===== src/bpq_pkg.sv =====
// Shared types and constants of the battery presence qualifier.
// Used by bpq_ctrl, bpq_datapath, battery_presence_qualifier and bpq_checker.
package bpq_pkg;

    // Default parameter values
    localparam int ADC_MV_BITS_DEF    = 12;
    localparam int RUN_COUNT_BITS_DEF = 8;

    // Field and register widths
    localparam int GAIN_W      = 18;
    localparam int MV_W        = 14;
    localparam int CONF_W      = 8;
    localparam int PCT_W       = 7;
    localparam int CFG_IDX_W   = 3;
    localparam int CFG_DATA_W  = 18;
    localparam int OUT_TDATA_W = 32;

    // Q16 gain rounding
    localparam int Q_FRAC = 16;

    localparam logic [MV_W-1:0] MV_MAX = 14'h3FFF;

    // Percent curve: ((mv - 3300) * 100 + 450) / 900, the divide by 900
    // done as multiply by ceil(2^25 / 900) and shift; exact for numerators
    // below 2^25 / 268.
    localparam int                 PCT_NUM_W   = 17;
    localparam int                 PCT_RECIP_W = 16;
    localparam int                 PCT_SHIFT   = 25;
    localparam logic [MV_W-1:0]    PCT_LOW_MV  = 14'd3300;
    localparam logic [MV_W-1:0]    PCT_HIGH_MV = 14'd4200;
    localparam logic [PCT_W-1:0]   PCT_SCALE   = 7'd100;
    localparam logic [PCT_NUM_W-1:0] PCT_ROUND = 17'd450;
    localparam logic [PCT_RECIP_W-1:0] PCT_RECIP = 16'd37283;
    localparam logic [PCT_W-1:0]   PCT_FULL    = 7'd100;
    localparam logic [PCT_W-1:0]   PCT_EMPTY   = 7'd0;

    // Register reset values
    localparam logic [GAIN_W-1:0] GAIN_RST        = 18'd200428;
    localparam logic [MV_W-1:0]   ARTIFACT_MV_RST = 14'd4240;
    localparam logic [MV_W-1:0]   MIN_MV_RST      = 14'd3200;
    localparam logic [MV_W-1:0]   MAX_MV_RST      = 14'd4180;
    localparam logic [CONF_W-1:0] USB_CONF_RST    = 8'd1;
    localparam logic [CONF_W-1:0] BATT_CONF_RST   = 8'd12;
    localparam logic [CONF_W-1:0] NONE_CONF_RST   = 8'd6;

    typedef enum logic [CFG_IDX_W-1:0] {
        CFG_GAIN        = 3'd0,
        CFG_ARTIFACT_MV = 3'd1,
        CFG_MIN_MV      = 3'd2,
        CFG_MAX_MV      = 3'd3,
        CFG_USB_CONF    = 3'd4,
        CFG_BATT_CONF   = 3'd5,
        CFG_NONE_CONF   = 3'd6
    } t_cfg_idx;

    typedef enum logic [1:0] {
        ST_UNKNOWN = 2'd0,
        ST_USB     = 2'd1,
        ST_BATT    = 2'd2,
        ST_NONE    = 2'd3
    } t_bpq_state;

    // Controller to datapath commands
    typedef struct packed {
        logic load_in;
        logic mul;
        logic scale;
        logic classify;
        logic load_out;
    } t_bpq_cmd;

    // Result as packed on the output tdata, lowest field last
    typedef struct packed {
        logic [OUT_TDATA_W-MV_W-PCT_W-6-1:0] pad;
        logic [MV_W-1:0]  battery_mv;
        logic [PCT_W-1:0] charge_pct;
        logic             usb_flag;
        logic             batt_flag;
        logic [1:0]       instant_state;
        logic [1:0]       qual_state;
    } t_bpq_result;

endpackage


===== src/bpq_ctrl.sv =====
// Sequencer of the battery presence qualifier: one-hot state machine and
// output valid flag. Depends on bpq_pkg.
module bpq_ctrl (
    input  logic               i_clk,
    input  logic               i_rst_n,
    input  logic               i_in_valid,
    output logic               o_in_ready,
    output logic               o_out_valid,
    input  logic               i_out_ready,
    output bpq_pkg::t_bpq_cmd  o_cmd
);
    import bpq_pkg::*;

    typedef enum logic [4:0] {
        S_IDLE  = 5'b00001,
        S_MUL   = 5'b00010,
        S_SCALE = 5'b00100,
        S_CLASS = 5'b01000,
        S_PCT   = 5'b10000
    } t_fsm;

    t_fsm r_state, n_state;
    logic r_out_valid, n_out_valid;
    logic w_out_free;
    logic w_accept;

    // output register free now or freed by this cycle's transaction
    assign w_out_free = !r_out_valid || i_out_ready;
    assign o_in_ready = (r_state == S_IDLE) || ((r_state == S_PCT) && w_out_free);
    assign w_accept   = i_in_valid && o_in_ready;

    always_comb begin
        o_cmd.load_in  = w_accept;
        o_cmd.mul      = (r_state == S_MUL);
        o_cmd.scale    = (r_state == S_SCALE);
        o_cmd.classify = (r_state == S_CLASS);
        o_cmd.load_out = (r_state == S_PCT) && w_out_free;
    end

    always_comb begin
        n_state = r_state;
        unique case (r_state)
            S_IDLE:  n_state = w_accept ? S_MUL : S_IDLE;
            S_MUL:   n_state = S_SCALE;
            S_SCALE: n_state = S_CLASS;
            S_CLASS: n_state = S_PCT;
            S_PCT: begin
                if (w_out_free) begin
                    n_state = w_accept ? S_MUL : S_IDLE;
                end
            end
            default: n_state = S_IDLE;
        endcase
    end

    always_comb begin
        if (o_cmd.load_out) begin
            n_out_valid = 1'b1;
        end else if (i_out_ready) begin
            n_out_valid = 1'b0;
        end else begin
            n_out_valid = r_out_valid;
        end
    end

    always_ff @(posedge i_clk) begin
        if (!i_rst_n) begin
            r_state     <= S_IDLE;
            r_out_valid <= 1'b0;
        end else begin
            r_state     <= n_state;
            r_out_valid <= n_out_valid;
        end
    end

    assign o_out_valid = r_out_valid;

endmodule


===== src/bpq_datapath.sv =====
// Datapath of the battery presence qualifier: config registers, gain multiply,
// classification with run counters, percent and output register. Uses bpq_pkg.
module bpq_datapath #(
    parameter int ADC_MV_BITS    = bpq_pkg::ADC_MV_BITS_DEF,
    parameter int RUN_COUNT_BITS = bpq_pkg::RUN_COUNT_BITS_DEF
) (
    input  logic                                  i_clk,
    input  logic                                  i_rst_n,
    input  bpq_pkg::t_bpq_cmd                     i_cmd,
    input  logic                                  i_cfg_we,
    input  logic [bpq_pkg::CFG_IDX_W-1:0]         i_cfg_index,
    input  logic [bpq_pkg::CFG_DATA_W-1:0]        i_cfg_wdata,
    input  logic [ADC_MV_BITS-1:0]                i_adc,
    output bpq_pkg::t_bpq_result                  o_result
);
    import bpq_pkg::*;

    localparam int PROD_W = ADC_MV_BITS + GAIN_W;
    localparam int SUM_W  = PROD_W + 1;
    localparam int SC_W   = SUM_W - Q_FRAC;
    localparam int EXT_W  = (SC_W > MV_W) ? SC_W : MV_W;
    localparam int CMP_W  = (RUN_COUNT_BITS > CONF_W) ? RUN_COUNT_BITS : CONF_W;
    localparam int PCT_PROD_W = PCT_NUM_W + PCT_RECIP_W;

    localparam logic [SUM_W-1:0]          ROUND_HALF = SUM_W'(1) << (Q_FRAC - 1);
    localparam logic [RUN_COUNT_BITS-1:0] RUN_MAX    = '1;

    // configuration
    logic [GAIN_W-1:0] r_gain;
    logic [MV_W-1:0]   r_artifact_mv;
    logic [MV_W-1:0]   r_min_mv;
    logic [MV_W-1:0]   r_max_mv;
    logic [CONF_W-1:0] r_usb_conf;
    logic [CONF_W-1:0] r_batt_conf;
    logic [CONF_W-1:0] r_none_conf;

    // qualifier state
    t_bpq_state                r_qual, n_qual;
    logic [RUN_COUNT_BITS-1:0] r_usb_run, n_usb_run;
    logic [RUN_COUNT_BITS-1:0] r_batt_run, n_batt_run;
    logic [RUN_COUNT_BITS-1:0] r_none_run, n_none_run;

    // per-item payload
    logic [ADC_MV_BITS-1:0] r_adc;
    logic [PROD_W-1:0]      r_prod;
    logic [MV_W-1:0]        r_mv;
    t_bpq_state             r_inst, n_inst;
    logic                   r_pct_lo, r_pct_hi;
    logic [PCT_NUM_W-1:0]   r_num;
    t_bpq_result            r_result;

    logic [SUM_W-1:0]       w_sum;
    logic [EXT_W-1:0]       w_scaled;
    logic [MV_W-1:0]        w_mv;
    logic [MV_W-1:0]        w_dmv;
    logic [PCT_NUM_W-1:0]   w_num;
    logic [PCT_PROD_W-1:0]  w_pct_prod;
    logic [PCT_W-1:0]       w_pct;

    function automatic logic [RUN_COUNT_BITS-1:0] bump(input logic [RUN_COUNT_BITS-1:0] run);
        bump = (run == RUN_MAX) ? run : run + RUN_COUNT_BITS'(1);
    endfunction

    function automatic logic reached(input logic [RUN_COUNT_BITS-1:0] run,
                                     input logic [CONF_W-1:0] conf);
        reached = CMP_W'(run) >= CMP_W'(conf);
    endfunction

    always_ff @(posedge i_clk) begin
        if (!i_rst_n) begin
            r_gain        <= GAIN_RST;
            r_artifact_mv <= ARTIFACT_MV_RST;
            r_min_mv      <= MIN_MV_RST;
            r_max_mv      <= MAX_MV_RST;
            r_usb_conf    <= USB_CONF_RST;
            r_batt_conf   <= BATT_CONF_RST;
            r_none_conf   <= NONE_CONF_RST;
        end else if (i_cfg_we) begin
            unique case (t_cfg_idx'(i_cfg_index))
                CFG_GAIN:        r_gain        <= i_cfg_wdata[GAIN_W-1:0];
                CFG_ARTIFACT_MV: r_artifact_mv <= i_cfg_wdata[MV_W-1:0];
                CFG_MIN_MV:      r_min_mv      <= i_cfg_wdata[MV_W-1:0];
                CFG_MAX_MV:      r_max_mv      <= i_cfg_wdata[MV_W-1:0];
                CFG_USB_CONF:    r_usb_conf    <= i_cfg_wdata[CONF_W-1:0];
                CFG_BATT_CONF:   r_batt_conf   <= i_cfg_wdata[CONF_W-1:0];
                CFG_NONE_CONF:   r_none_conf   <= i_cfg_wdata[CONF_W-1:0];
                default: ;
            endcase
        end
    end

    // rounding shift of the Q16 product, then clamp to the 14-bit range
    assign w_sum    = SUM_W'(r_prod) + ROUND_HALF;
    assign w_scaled = EXT_W'(w_sum[SUM_W-1:Q_FRAC]);
    assign w_mv     = (w_scaled > EXT_W'(MV_MAX)) ? MV_MAX : w_scaled[MV_W-1:0];

    // classification; artifact wins over the present window
    always_comb begin
        n_qual     = r_qual;
        n_usb_run  = '0;
        n_batt_run = '0;
        n_none_run = '0;
        if (r_mv >= r_artifact_mv) begin
            n_inst    = ST_USB;
            n_usb_run = bump(r_usb_run);
            if (reached(n_usb_run, r_usb_conf)) begin
                n_qual = ST_USB;
            end
        end else if ((r_mv >= r_min_mv) && (r_mv <= r_max_mv)) begin
            n_inst     = ST_BATT;
            n_batt_run = bump(r_batt_run);
            if (reached(n_batt_run, r_batt_conf)) begin
                n_qual = ST_BATT;
            end
        end else begin
            n_inst     = ST_NONE;
            n_none_run = bump(r_none_run);
            if (reached(n_none_run, r_none_conf)) begin
                n_qual = ST_NONE;
            end
        end
    end

    // numerator only matters inside the curve, where mv - 3300 fits 10 bits
    assign w_dmv = r_mv - PCT_LOW_MV;
    assign w_num = PCT_NUM_W'(w_dmv[9:0]) * PCT_NUM_W'(PCT_SCALE) + PCT_ROUND;

    assign w_pct_prod = PCT_PROD_W'(r_num) * PCT_PROD_W'(PCT_RECIP);
    always_comb begin
        if (r_pct_hi) begin
            w_pct = PCT_FULL;
        end else if (r_pct_lo) begin
            w_pct = PCT_EMPTY;
        end else begin
            w_pct = w_pct_prod[PCT_SHIFT +: PCT_W];
        end
    end

    always_ff @(posedge i_clk) begin
        if (!i_rst_n) begin
            r_qual     <= ST_UNKNOWN;
            r_usb_run  <= '0;
            r_batt_run <= '0;
            r_none_run <= '0;
        end else if (i_cmd.classify) begin
            r_qual     <= n_qual;
            r_usb_run  <= n_usb_run;
            r_batt_run <= n_batt_run;
            r_none_run <= n_none_run;
        end
    end

    always_ff @(posedge i_clk) begin
        if (i_cmd.load_in) begin
            r_adc <= i_adc;
        end
        if (i_cmd.mul) begin
            r_prod <= PROD_W'(r_adc) * PROD_W'(r_gain);
        end
        if (i_cmd.scale) begin
            r_mv <= w_mv;
        end
        if (i_cmd.classify) begin
            r_inst   <= n_inst;
            r_pct_lo <= (r_mv <= PCT_LOW_MV);
            r_pct_hi <= (r_mv >= PCT_HIGH_MV);
            r_num    <= w_num;
        end
        if (i_cmd.load_out) begin
            r_result.pad           <= '0;
            r_result.battery_mv    <= r_mv;
            r_result.charge_pct    <= (r_qual == ST_BATT) ? w_pct : PCT_EMPTY;
            r_result.usb_flag      <= (r_qual == ST_USB);
            r_result.batt_flag     <= (r_qual == ST_BATT);
            r_result.instant_state <= r_inst;
            r_result.qual_state    <= r_qual;
        end
    end

    assign o_result = r_result;

endmodule


===== src/battery_presence_qualifier.sv =====
// Each sample passes the multiply, scale, classify and percent steps of the
// sequencer in turn; a stalled output register holds the last step.
// A new sample is taken while the previous result waits in the output register.
// Reset: synchronous, active low; config to defaults, state unknown, counters 0.
// Top level; instantiates bpq_ctrl and bpq_datapath, uses bpq_pkg.
module battery_presence_qualifier #(
    parameter int ADC_MV_BITS    = bpq_pkg::ADC_MV_BITS_DEF,
    parameter int RUN_COUNT_BITS = bpq_pkg::RUN_COUNT_BITS_DEF
) (
    input  logic                                 i_clk,
    input  logic                                 i_rst_n,
    input  logic                                 i_cfg_we,
    input  logic [bpq_pkg::CFG_IDX_W-1:0]        i_cfg_index,
    input  logic [bpq_pkg::CFG_DATA_W-1:0]       i_cfg_wdata,
    input  logic                                 i_s_axis_tvalid,
    output logic                                 o_s_axis_tready,
    // [ADC_MV_BITS-1:0] adc_millivolts, rest zero
    input  logic [((ADC_MV_BITS+7)/8)*8-1:0]     i_s_axis_tdata,
    output logic                                 o_m_axis_tvalid,
    input  logic                                 i_m_axis_tready,
    // [1:0] qual_state, [3:2] instant_state, [4] batt_flag,
    // [5] usb_flag, [12:6] charge_pct, [26:13] battery_mv, rest zero
    output logic [bpq_pkg::OUT_TDATA_W-1:0]      o_m_axis_tdata
);
    import bpq_pkg::*;

    t_bpq_cmd    w_cmd;
    t_bpq_result w_result;

    bpq_ctrl u_ctrl (
        .i_clk       (i_clk),
        .i_rst_n     (i_rst_n),
        .i_in_valid  (i_s_axis_tvalid),
        .o_in_ready  (o_s_axis_tready),
        .o_out_valid (o_m_axis_tvalid),
        .i_out_ready (i_m_axis_tready),
        .o_cmd       (w_cmd)
    );

    bpq_datapath #(
        .ADC_MV_BITS    (ADC_MV_BITS),
        .RUN_COUNT_BITS (RUN_COUNT_BITS)
    ) u_datapath (
        .i_clk       (i_clk),
        .i_rst_n     (i_rst_n),
        .i_cmd       (w_cmd),
        .i_cfg_we    (i_cfg_we),
        .i_cfg_index (i_cfg_index),
        .i_cfg_wdata (i_cfg_wdata),
        .i_adc       (i_s_axis_tdata[ADC_MV_BITS-1:0]),
        .o_result    (w_result)
    );

    assign o_m_axis_tdata = w_result;

endmodule


===== config.mk =====
export PLATFORM = sky130hd
export DESIGN_NAME = battery_presence_qualifier
export DESIGN_NICKNAME = d
export VERILOG_FILES = /design/src/bpq_pkg.sv /design/src/bpq_ctrl.sv /design/src/bpq_datapath.sv /design/src/battery_presence_qualifier.sv
export SDC_FILE = /design/constraint.sdc
export NUM_CORES = 1
export LEC_CHECK = 0
export BUFFER_PORTS_ARGS = -buffer_cell sky130_fd_sc_hd__buf_4
export CAP_MARGIN = 20
export CORE_UTILIZATION = 38
export CTS_CLUSTER_DIAMETER = 50
export DETAILED_ROUTE_END_ITERATION = 16
export SETUP_SLACK_MARGIN = 0.15
export SKIP_CTS_REPAIR_TIMING = 1
export SKIP_LAST_GASP = 1
export SLEW_MARGIN = 25
export SYNTH_ARGS = -nofsm -noshare
export SYNTH_HDL_FRONTEND = slang
export SYNTH_HIERARCHICAL = 1
export SYNTH_SLANG_ARGS = --single-unit

===== constraint.sdc =====
create_clock -name i_clk -period 8.2 [get_ports i_clk]
set_input_delay 0.82 -clock i_clk [delete_from_list [all_inputs] [get_ports i_clk]]
set_output_delay 0.82 -clock i_clk [all_outputs]
set_load 0.03 [all_outputs]

Word level (Yosys, flattened, before mapping)

Cells that the tools add are included.
W data, S select, Z words.

Input bits: 42
Memory bits (read-only): 0
Flip-flop bits (word level): 220
Output and inout bits: 34
Memories: 0
Memory bits (writable): 0
Bits in latches: 0
Logic and storage cells: 104

Divide/modulo/power cells: 0
Shift operators: 0
$lt $le $gt $ge: 9
$add $sub $neg: 6
Eq/ne operators: 19
Mux-type cells: 21
Bitwise operators: 1
$mul: 3
Reduce and logical (&&, ||, !) cells: 18

Operator list:

| cell                     | number |
|---|---|
| $mux W8                  | 8 |
| $mul A17 B16 Y32 const B | 1 |
| $add A30 B16 Y31 const B | 1 |
| $mul A12 B18 Y30         | 1 |
| $ge A14 B14 Y1           | 2 |
| $pmux W5 S5              | 1 |
| $add A8 B1 Y8 const B    | 3 |
| $eq A8 B8 Y1 const B     | 3 |
| $ge A8 B8 Y1             | 3 |
| $add A17 B9 Y17 const B  | 1 |
| $gt A15 B14 Y1 const B   | 1 |
| $mul A10 B5 Y15 const B  | 1 |
| $ge A14 B13 Y1 const B   | 1 |
| $le A14 B12 Y1 const B   | 1 |
| $le A14 B14 Y1           | 1 |
| $mux W7                  | 2 |
| $reduce_and A2 Y1        | 7 |
| $mux W2                  | 6 |
| $sub A10 B8 Y10 const B  | 1 |
| $eq A3 B3 Y1 const B     | 3 |
| $eq A3 B2 Y1 const B     | 2 |
| $eq A5 B1 Y1 const B     | 1 |
| $eq A5 B2 Y1 const B     | 1 |
| $eq A5 B3 Y1 const B     | 1 |
| 19 further kinds         | 24 |

Logic depth before layout (Yosys ltp)

Gate-level depths: netlist (run 1).

Depth in word-level cells: 8
Gate-level depth with buffers: 22
Mapped depth without buffers: 21

Modules after synthesis

Netlist (run 1), hierarchy kept.

Modules (own cells, without submodules):

| module       | times used | cells each | area each (µm²) | seq. area each (µm²) |
|---|---|---|---|---|
| bpq_datapath | 1          | 2,193      | 20,434.6        | 4,814.6 |
| bpq_ctrl     | 1          | 45         | 367.9           | 120.1 |

Worst setup path after synthesis (run 1)

OpenSTA, ideal clock, no wires.

Kind: reg-to-reg
Start point: reg u_datapath.r_adc[8]
End point: reg u_datapath.r_prod[24] (data pin)
Buffers on the path: 2
Period minus slack after synthesis: 5.696 ns
Cell stages (with the launch flop): 21
Setup slack: 2.504 ns
Data required time: 7.942 ns
Setup time: 0.258 ns
Data arrival time: 5.439 ns
Path through: edfxtp_1 > clkbuf_1 > clkbuf_1 > nand2_1 > fa_1 > inv_1 > fa_1 > fa_1 > fa_1 > inv_1 > fa_1 > inv_1 > ha_1 > a211oi_2 > o21ai_1 > a2111oi_4 > nor3_2 > a2111oi_4 > o21ai_2 > a21oi_2 > xnor2_1

Longest elaborated chain between the ends: 1

Ends and longest elaborated chain:

| item                   | line                | source |
|---|---|---|
| from (decl)            | bpq_datapath.sv:44  | `logic [ADC_MV_BITS-1:0] r_adc;` |
| from (signal assigned) | bpq_datapath.sv:155 | `r_adc <= i_adc;` |
| $mul A12 B18 Y30       | bpq_datapath.sv:158 | `r_prod <= PROD_W'(r_adc) * PROD_W'(r_gain);` |
| to (signal assigned)   | bpq_datapath.sv:158 |  |
| to (decl)              | bpq_datapath.sv:45  | `logic [PROD_W-1:0] r_prod;` |

No other way between the ends.
A chain may end at the register's enable or synchronous reset.

Worst setup path after layout (run 1)

Start point: reg u_datapath.r_adc[8]
End point: reg u_datapath.r_prod[22] (data pin)

The elaborated chain is that of the path after synthesis.

==> metrics, run 1 <==
status=finished, final reports clean; chip height=236 um; total CTS buffers=27; cells along the critical path=nand2_1 > fa_1 > inv_1 > fa_1 > fa_1 > fa_1 > inv_1 > fa_1 > inv_1 > ha_1 > a211oi_2 > o21ai_1 > a2111oi_4 > nor3_2 > a2111oi_4 > a21oi_2 > a21oi_2 > xnor2_1; switching share of power=40.2%; Root Buffer=clkbuf_16; Peak VDD IR=270 uV; Critical Path Max Stage Delay=810 ps; post-synthesis instance area=20800 um2; Post-DP HPWL=36.5 mm; Core Footprint=53900 um2; slew margin rel.=38.2%; DP Cell Count=2930; critical path class=flop to flop; Residual DRC=0; CP delay by family, top=adder cells; final hold vios=0; Fin Clk Skew=30.4 ps; P&R area growth vs syn=9.85%; synthesized flop and latch total=203; Yosys warning count=6; Synth Flop Type=dfxtp_1; Vias/cell=5.03; Yosys top cell area share=20.7%; count of nets after finishing=2832; via count=15.0k; I/O pins=76; Internal=3.19 mW; Buf/Inv on CP=3; Core Util, Final=42.4%; max-cap violations=0; layout cells sized above 1=6.48%; largest cells by area after synthesis=fa_1 (21%), ha_1 (19%), edfxtp_1 (13%), dfxtp_1 (11%), inv_1 (7.3%); Cells after Synth=2238; Clock Path Buffers=3; Peak Freq=162 MHz; fin crit period=6160 ps; CTS tree=built; total power=5.33 mW; DP Worst Slack=2010 ps; Diodes inserted=0; clock latency on the worst-skew pair=570 ps; met2 wire length=23.8 mm; clk slew on worst S/H paths=60 ps; vias in the first global route=16.0k; syn_area_per_cell=9.30 um2; die area=55700 um2; Global Route Usage Sum=17.7%; critical path arrival=6450 ps; htree depth=1; Post-synth ARST share=0%; CTS sink cnt=203; Starting Density=38.6%; final wirelength=47.6 mm; Pwr Density=233 nW/um2; Setup Total Neg Slack=0 ps; met1 WL=20.8 mm; Die Width=236 um; Finished Layout Cells=2980; startpoint class of the critical path=flop; Port Buffers=66; Post-DRT Antenna Nets=0; drt initial violations=601; crit end category=flop; Tcrit/Tclk final=75.2%; Critical-path top delay cell=edfxtp_1; Slew Viols, Final=0; Psw=2.14 mW; Core Rows=85; global-route wire length before repair=80.0 mm; combinational fraction of design power=52.7%; leakage=10.7 nW; HP Class=flop to flop; per-cell routed wire length=16.0 um; largest net degree at the start of global routing=120; post-synthesis sequential area ratio=23.7%; met3 WL=1.75 mm; Setup violations, final=0; Yosys top cell by area=fa_1; hold_ws=420 ps; clock power share=23.2%; RSZ-0062 raised after global routing=false; Finished Cell Area=22900 um2; top sig layer=met5; crit path max fanout=18; GRT overflow=0; setup ws final=2040 ps; most used cell, CP=fa_1; Crit path required time=8490 ps; Fill cells=5089; Yosys cell types=75; initial antenna violation count=1; gp weighted congestion=0.858; Slew @ Worst Pin=926 ps; EDFF count, synth=87; Placed Area=21900 um2; register share of total power=24.1%; DR pass1 iterations=5
## Yosys cell counts, types with 3 or more instances
master,instances
and4_1,3
o21ai_0,36
fa_1,215
inv_1,407
a21oi_2,3
o2bb2ai_1,5
nand3_1,62
and2_1,76
mux2i_1,3
nor4_1,3
nand4_1,21
dfxtp_1,116
or3_1,3
and3_1,20
o211ai_1,18
a31oi_1,7
a21oi_1,55
nor3_1,9
mux2_2,4
ha_1,312
a21o_1,27
a22oi_1,7
nand2b_1,15
nand3b_1,3
o21ai_1,3
clkbuf_1,67
nor2_1,45
o21bai_1,4
a41oi_1,3
edfxtp_1,87
o21a_1,13
or2_2,3
a2111oi_4,3
nor2b_1,18
a211oi_1,8
xnor2_1,40
buf_4,8
a21boi_0,72
nand2_1,359
xor2_1,28
## power by group through the flow
stage / combinational [mW] / clock, mW / sequential [mW]
2_1_floorplan: 2.24 / 0 / 1.25
3_3_place_gp: 2.80 / 0 / 1.30
3_5_place_dp: 2.83 / 0 / 1.30
4_1_cts: 2.86 / 1.26 / 1.28
5_1_grt: 3.24 / 1.31 / 1.29
6_report: 2.81 / 1.24 / 1.28
## placed cells by master (no fill, tap or decap), types with 27 or more instances in the layout
cell type  netlist  layout
nand3_1         62      62
nand2_1        359     359
buf_4            8      70
xor2_1          28      28
clkbuf_16        0      29
edfxtp_1        87      87
a21oi_1         55      55
dfxtp_1        116     116
xnor2_1         40      40
inv_1          407     406
ha_1           312     312
a21o_1          27      27
nor2_1          45      44
and2_1          76      76
o21ai_0         36      36
fa_1           215     215
a21boi_0        72      71
## worst reg2reg max path: stages, from the launching register on
cell       delay (ps)
edfxtp_1          810
nand2_1           180
fa_1              570
inv_1              50
fa_1              460
fa_1              520
fa_1              540
inv_1              50
fa_1              520
inv_1              40
ha_1              320
a211oi_2          210
o21ai_1           150
a2111oi_4         500
nor3_2            120
a2111oi_4         440
a21oi_2           140
a21oi_2           170
xnor2_1           100
## routing by layer
| layer | GRT usage [%] | vias up |
|---|---|---|
| met5 | 0 | - |
| met4 | 5.27 | 2 |
| met3 | 1.85 | 85 |
| met2 | 32.2 | 272 |
| met1 | 22.0 | 7342 |
| li1 | - | 7290 |
## layout make-up
cell class,count,area (um2),area share (%)
multi-input combinational,1553,14000,61.4
clock inverter,15,181,0.794
timing repair buffer,71,537,2.35
tap,696,871,3.81
sequential,203,4930,21.6
inverter,407,1530,6.69
clock buffer,35,778,3.41
## kinds of logic after synthesis
| group | synth area share, % |
|---|---|
| compound gates | 9.81 |
| xor+xnor | 2.86 |
| fa+ha+maj | 39.5 |
| buf+inv | 8.99 |
| flops | 23.7 |
| mux | 0.361 |
| other cells | 0.0180 |
| simple gates | 14.8 |
## state kept, by name (all words and copies together), names as in the netlist
| signal | cells |
|---|---|
| u_datapath/r_none_conf | 8 |
| u_datapath/r_none_run | 8 |
| u_datapath/r_usb_run | 8 |
| u_ctrl/o_out_valid | 1 |
| u_datapath/o_result | 27 |
| u_datapath/r_min_mv | 14 |
| u_datapath/r_pct_hi | 1 |
| u_datapath/r_mv | 14 |
| u_datapath/r_max_mv | 14 |
| u_datapath/r_usb_conf | 8 |
| u_datapath/r_adc | 12 |
| u_datapath/r_artifact_mv | 14 |
| u_datapath/r_inst | 2 |
| u_datapath/r_pct_lo | 1 |
| u_datapath/r_num | 15 |
| u_datapath/r_qual | 2 |
| u_datapath/r_batt_conf | 8 |
| u_datapath/r_gain | 18 |
| u_ctrl/r_state | 5 |
| u_datapath/r_batt_run | 8 |
| u_datapath/r_prod | 15 |
## path summary, 6_finish.rpt
kind,depth (start not counted),slack (ps),from,endpoint
max,18,2040,u_datapath/r_adc[8],u_datapath/r_prod[22]
min,0,420,u_datapath/r_inst[1],u_datapath/o_result[3]
max reg2reg,18,2040,u_datapath/r_adc[8],u_datapath/r_prod[22]
min reg2reg,0,420,u_datapath/r_inst[1],u_datapath/o_result[3]
(Power assumes the default switching activity.)
==> run 2: changes to the inputs <==
==> constraint.sdc (replaced) <==
create_clock -name i_clk -period 5.8 [get_ports i_clk]
set_input_delay 0.58 -clock i_clk [delete_from_list [all_inputs] [get_ports i_clk]]
set_output_delay 0.58 -clock i_clk [all_outputs]
set_load 0.03 [all_outputs]
==> metrics, run 2 (synthesis results as in run 1) <==
DR pass1 iterations=5; max-cap violations=0; Critical Path Max Stage Delay=540 ps; DP Worst Slack=-13.0 ps; max reg flops=27; crit path max fanout=7; clk slew on worst S/H paths=60 ps; Port Buffers=66; Placed Area=22400 um2; cells along the critical path=buf_6 > and2_4 > fa_1 > inv_2 > fa_1 > inv_2 > fa_1 > fa_1 > inv_1 > fa_1 > inv_2 > ha_4 > a21oi_2 > o21a_1 > a21oi_2 > or4_4 > o21ai_4 > buf_6 > o21bai_4 > a21oi_2 > xnor2_1; Worst Hold Depth=1; RSZ-0062 raised after global routing=true; Root Buffer=clkbuf_16; Post-DRT Antenna Nets=0; leakage=11.1 nW; critical path arrival=5870 ps; htree depth=1; Core Rows=85; Die Width=236 um; Slew Viols, Final=0; Core Util, Final=44.1%; layout cells sized above 1=11.6%; Global Route Usage Sum=18.2%; final wirelength=49.2 mm; Post-DP HPWL=39.3 mm; Clock Path Buffers=3; CTS tree=built; Residual DRC=0; status=finished, final reports clean; I/O pins=76; most common cell after layout, fill and taps aside=inv_1; Starting Density=38.6%; Critical-path top delay cell=edfxtp_1; critical path class=flop to flop; DP Cell Count=3001; per-cell routed wire length=16.0 um; P&R area growth vs syn=14.2%; crit end category=flop; Slew @ Worst Pin=919 ps; Diodes inserted=0; total power=8.52 mW; commonest non-fill, non-tap cells in the layout=inv_1 (402), nand2_1 (357), ha_1 (302); via count=15.4k; fin crit period=5540 ps; die area=55700 um2; Tcrit/Tclk final=95.6%; CTS sink cnt=203; gp weighted congestion=0.872; Finished Cell Area=23800 um2; clock latency on the worst-skew pair=590 ps; startpoint class of the critical path=flop; GRT overflow=0; slew margin rel.=38.6%; initial antenna violation count=0; final hold vios=0; total CTS buffers=28; Fin Clk Skew=19.9 ps; Core Footprint=53900 um2; cells on worst reg2reg path=21; Peak VDD IR=529 uV; most used cell, CP=fa_1; global-route wire length before repair=81.9 mm; chip height=236 um; Peak Freq=180 MHz; largest net degree at the start of global routing=83; drt initial violations=688; Crit path required time=6120 ps; vias in the first global route=16.3k; HP Class=input pin to flop; Vias/cell=5.02; count of nets after finishing=2917; Setup violations, final=0; Finished Layout Cells=3066; Pwr Density=359 nW/um2; setup ws final=257 ps
## run 2: area by class of cell
class                   count  area [um2]
clock buffers              33         782
clock inverters            19         201
fillers                  5133       30200
inverters                 407        1530
multi-input cells        1553       14200
flip-flops and latches    203        4940
well taps                 696         871
repair buffers            155        1190
## run 2: through the flow
stage | hold slack [ps] | TNS (ps)
finish | 189 | 0
global placement | 403 | -7.29
global route | 166 | 0
floorplan | 400 | 0
CTS | 159 | -43.8
detailed placement | 406 | -13.0
## run 2: final timing paths
kind | to | slack, ps | start
max | u_datapath/r_prod[28] | 260 | u_datapath/r_adc[9]
min | u_datapath/r_adc[9] | 190 | i_s_axis_tdata[9]
max reg2reg | u_datapath/r_prod[28] | 260 | u_datapath/r_adc[9]
min reg2reg | u_datapath/o_result[3] | 420 | u_datapath/r_inst[1]
## run 2: worst max-delay path: cells and delay by family (launching register included)
family	cells	cell delay, ps
AO/OA/AOI/OAI	6	760
adder cells (fa/ha/maj)	6	2730
flip-flops	1	540
buffers and inverters	6	500
XOR/XNOR	1	90
AND/OR/NAND/NOR	2	680
## run 2: where the power goes
| group | internal, mW | switching (mW) | total, mW | leakage [nW] |
|---|---|---|---|---|
| Sequential | 1.72 | 0.0519 | 1.77 | 1.71 |
| Combinational | 2.36 | 2.61 | 4.97 | 8.93 |
| Clock | 1.04 | 0.747 | 1.79 | 0.483 |
| Total | 5.11 | 3.41 | 8.52 | 11.1 |
## run 2: routing by layer
layer | global-route usage, % | wire length, um | up-vias | share of wire, %
met5 | 0 | 0 | - | 0
met4 | 5.72 | 1400 | 0 | 2.8
met3 | 2.00 | 1650 | 82 | 3.4
met2 | 32.4 | 24300 | 255 | 49
met1 | 22.9 | 21800 | 7595 | 44
li1 | - | - | 7461 | -
==> run 3: changes to the inputs <==
--- a/config.mk
+++ b/config.mk
@@ -10,6 +10,7 @@
 export CORE_UTILIZATION = 38
 export CTS_CLUSTER_DIAMETER = 50
 export DETAILED_ROUTE_END_ITERATION = 16
+export PLACE_DENSITY = 0.65
 export SETUP_SLACK_MARGIN = 0.15
 export SKIP_CTS_REPAIR_TIMING = 1
 export SKIP_LAST_GASP = 1
==> constraint.sdc (replaced) <==
create_clock -name i_clk -period 5.8 [get_ports i_clk]
set_input_delay 0.58 -clock i_clk [delete_from_list [all_inputs] [get_ports i_clk]]
set_output_delay 0.58 -clock i_clk [all_outputs]
set_load 0.05 [all_outputs]
==> metrics, run 3 (synthesis results as in run 1) <==
crit end category=flop; Post-DRT Antenna Nets=0; HP Class=input pin to flop; RSZ-0062 raised after global routing=true; most used cell, CP=fa_1; count of nets after finishing=2908; critical path class=flop to flop; Diodes inserted=0; startpoint class of the critical path=flop; Port Buffers=66; Slew Viols, Final=0; Multi-input gate area=14200 um2; total CTS buffers=29; Core Rows=85; Vias/cell=5.02; via count=15.4k; clk slew on worst S/H paths=50 ps; fin crit period=5590 ps; r2r endpoint=u_datapath/r_prod[28]; Tcrit/Tclk final=96.3%; largest net degree at the start of global routing=120; slew margin rel.=39.6%; Worst Hold End=u_datapath/r_adc[6]; CTS sink cnt=203; Residual DRC=0; Fin Clk Skew=26.9 ps; chip height=236 um; initial antenna violation count=0; Crit path required time=6110 ps; crit path max fanout=12; cells along the critical path=buf_4 > buf_4 > and2_1 > fa_1 > inv_1 > fa_1 > fa_1 > inv_1 > fa_1 > ha_1 > ha_2 > or2_0 > a21oi_1 > a21oi_2 > or4_4 > o21ai_4 > buf_6 > o21bai_2 > a21oi_2 > xnor2_1; final hold vios=0; cells on worst reg2reg path=20; critical path arrival=5900 ps; Pwr Density=352 nW/um2; Worst Hold Depth=1; Finished Layout Cells=3058; layout cells sized above 1=10.9%; max reg flops=27; Critical Path Max Stage Delay=540 ps; Post-DP HPWL=38.9 mm; DR pass1 iterations=5; hold path startpoint=i_s_axis_tdata[6]; Clock Path Buffers=3; Starting Density=38.6%; Die Width=236 um; Fill cells=5127; I/O pins=76; setup ws final=212 ps; clock latency on the worst-skew pair=580 ps; Core Footprint=53900 um2; DP Cell Count=2988; Setup violations, final=0; Root Buffer=clkbuf_16; worst reg2reg startpoint=u_datapath/r_adc[9]; Global Route Usage Sum=17.7%; commonest non-fill, non-tap cells in the layout=inv_1 (405), nand2_1 (359), ha_1 (304); Slew @ Worst Pin=905 ps; gp weighted congestion=0.880; Peak VDD IR=625 uV; most common cell after layout, fill and taps aside=inv_1; GRT overflow=0; status=finished, final reports clean; htree depth=1; CTS tree=built; hold_ws=197 ps; max-cap violations=0; Critical-path top delay cell=fa_1; total power=8.33 mW; leakage=11.1 nW; global-route wire length before repair=80.4 mm; die area=55700 um2; DP Worst Slack=-38.7 ps; vias in the first global route=16.3k; per-cell routed wire length=15.8 um; P&R area growth vs syn=13.5%; CP delay by family, top=adder cells; FF-to-FF setup slack=210 ps; Peak Freq=179 MHz; Reg area=4940 um2; Buf/Inv on CP=5; final wirelength=48.3 mm; drt initial violations=701
-- run 3: power breakdown --
| group | internal [mW] | leakage (nW) | switching, mW |
|---|---|---|---|
| combinational | 2.20 | 8.88 | 2.56 |
| clock | 1.08 | 0.479 | 0.719 |
| sequential | 1.72 | 1.72 | 0.0496 |
| total | 5.00 | 11.1 | 3.32 |
-- run 3: stage by stage --
stage	instance area [um2]	util, %	TNS (ps)
after floorplan	20800	-	0
after global placement	22300	41.4	0
after detailed placement	22300	41.4	-59.5
after CTS	23300	43.2	-179
after global routing	23600	43.8	0
final	23600	43.8	0
-- run 3: final cells by class --
cell class / instances / area share, %
multi-input cells: 1553 / 60.0
flip-flops and latches: 203 / 20.9
inverters: 407 / 6.47
repair buffers: 145 / 4.75
well taps: 696 / 3.69
clock buffers: 33 / 3.14
clock inverters: 21 / 1.09
-- run 3: metal layers --
metal	part of all wire, %	global-route usage, %	up-vias
met5	0	0	-
met4	3.2	6.04	0
met3	4.6	2.57	87
met2	49	31.4	312
met1	43	22.0	7525
li1	-	-	7434
-- run 3: worst max path at each step --
| stage | from | to | cells past startpoint |
|---|---|---|---|
| CTS | u_datapath/r_adc[11] | u_datapath/r_prod[22] | 17 |
| floorplan | u_datapath/r_adc[5] | u_datapath/r_prod[29] | 20 |
| global placement | u_datapath/r_adc[11] | u_datapath/r_prod[22] | 17 |
| detailed placement | u_datapath/r_adc[11] | u_datapath/r_prod[22] | 17 |
| finish | u_datapath/r_adc[9] | u_datapath/r_prod[28] | 20 |
| global route | u_datapath/r_adc[4] | u_datapath/r_prod[28] | 20 |
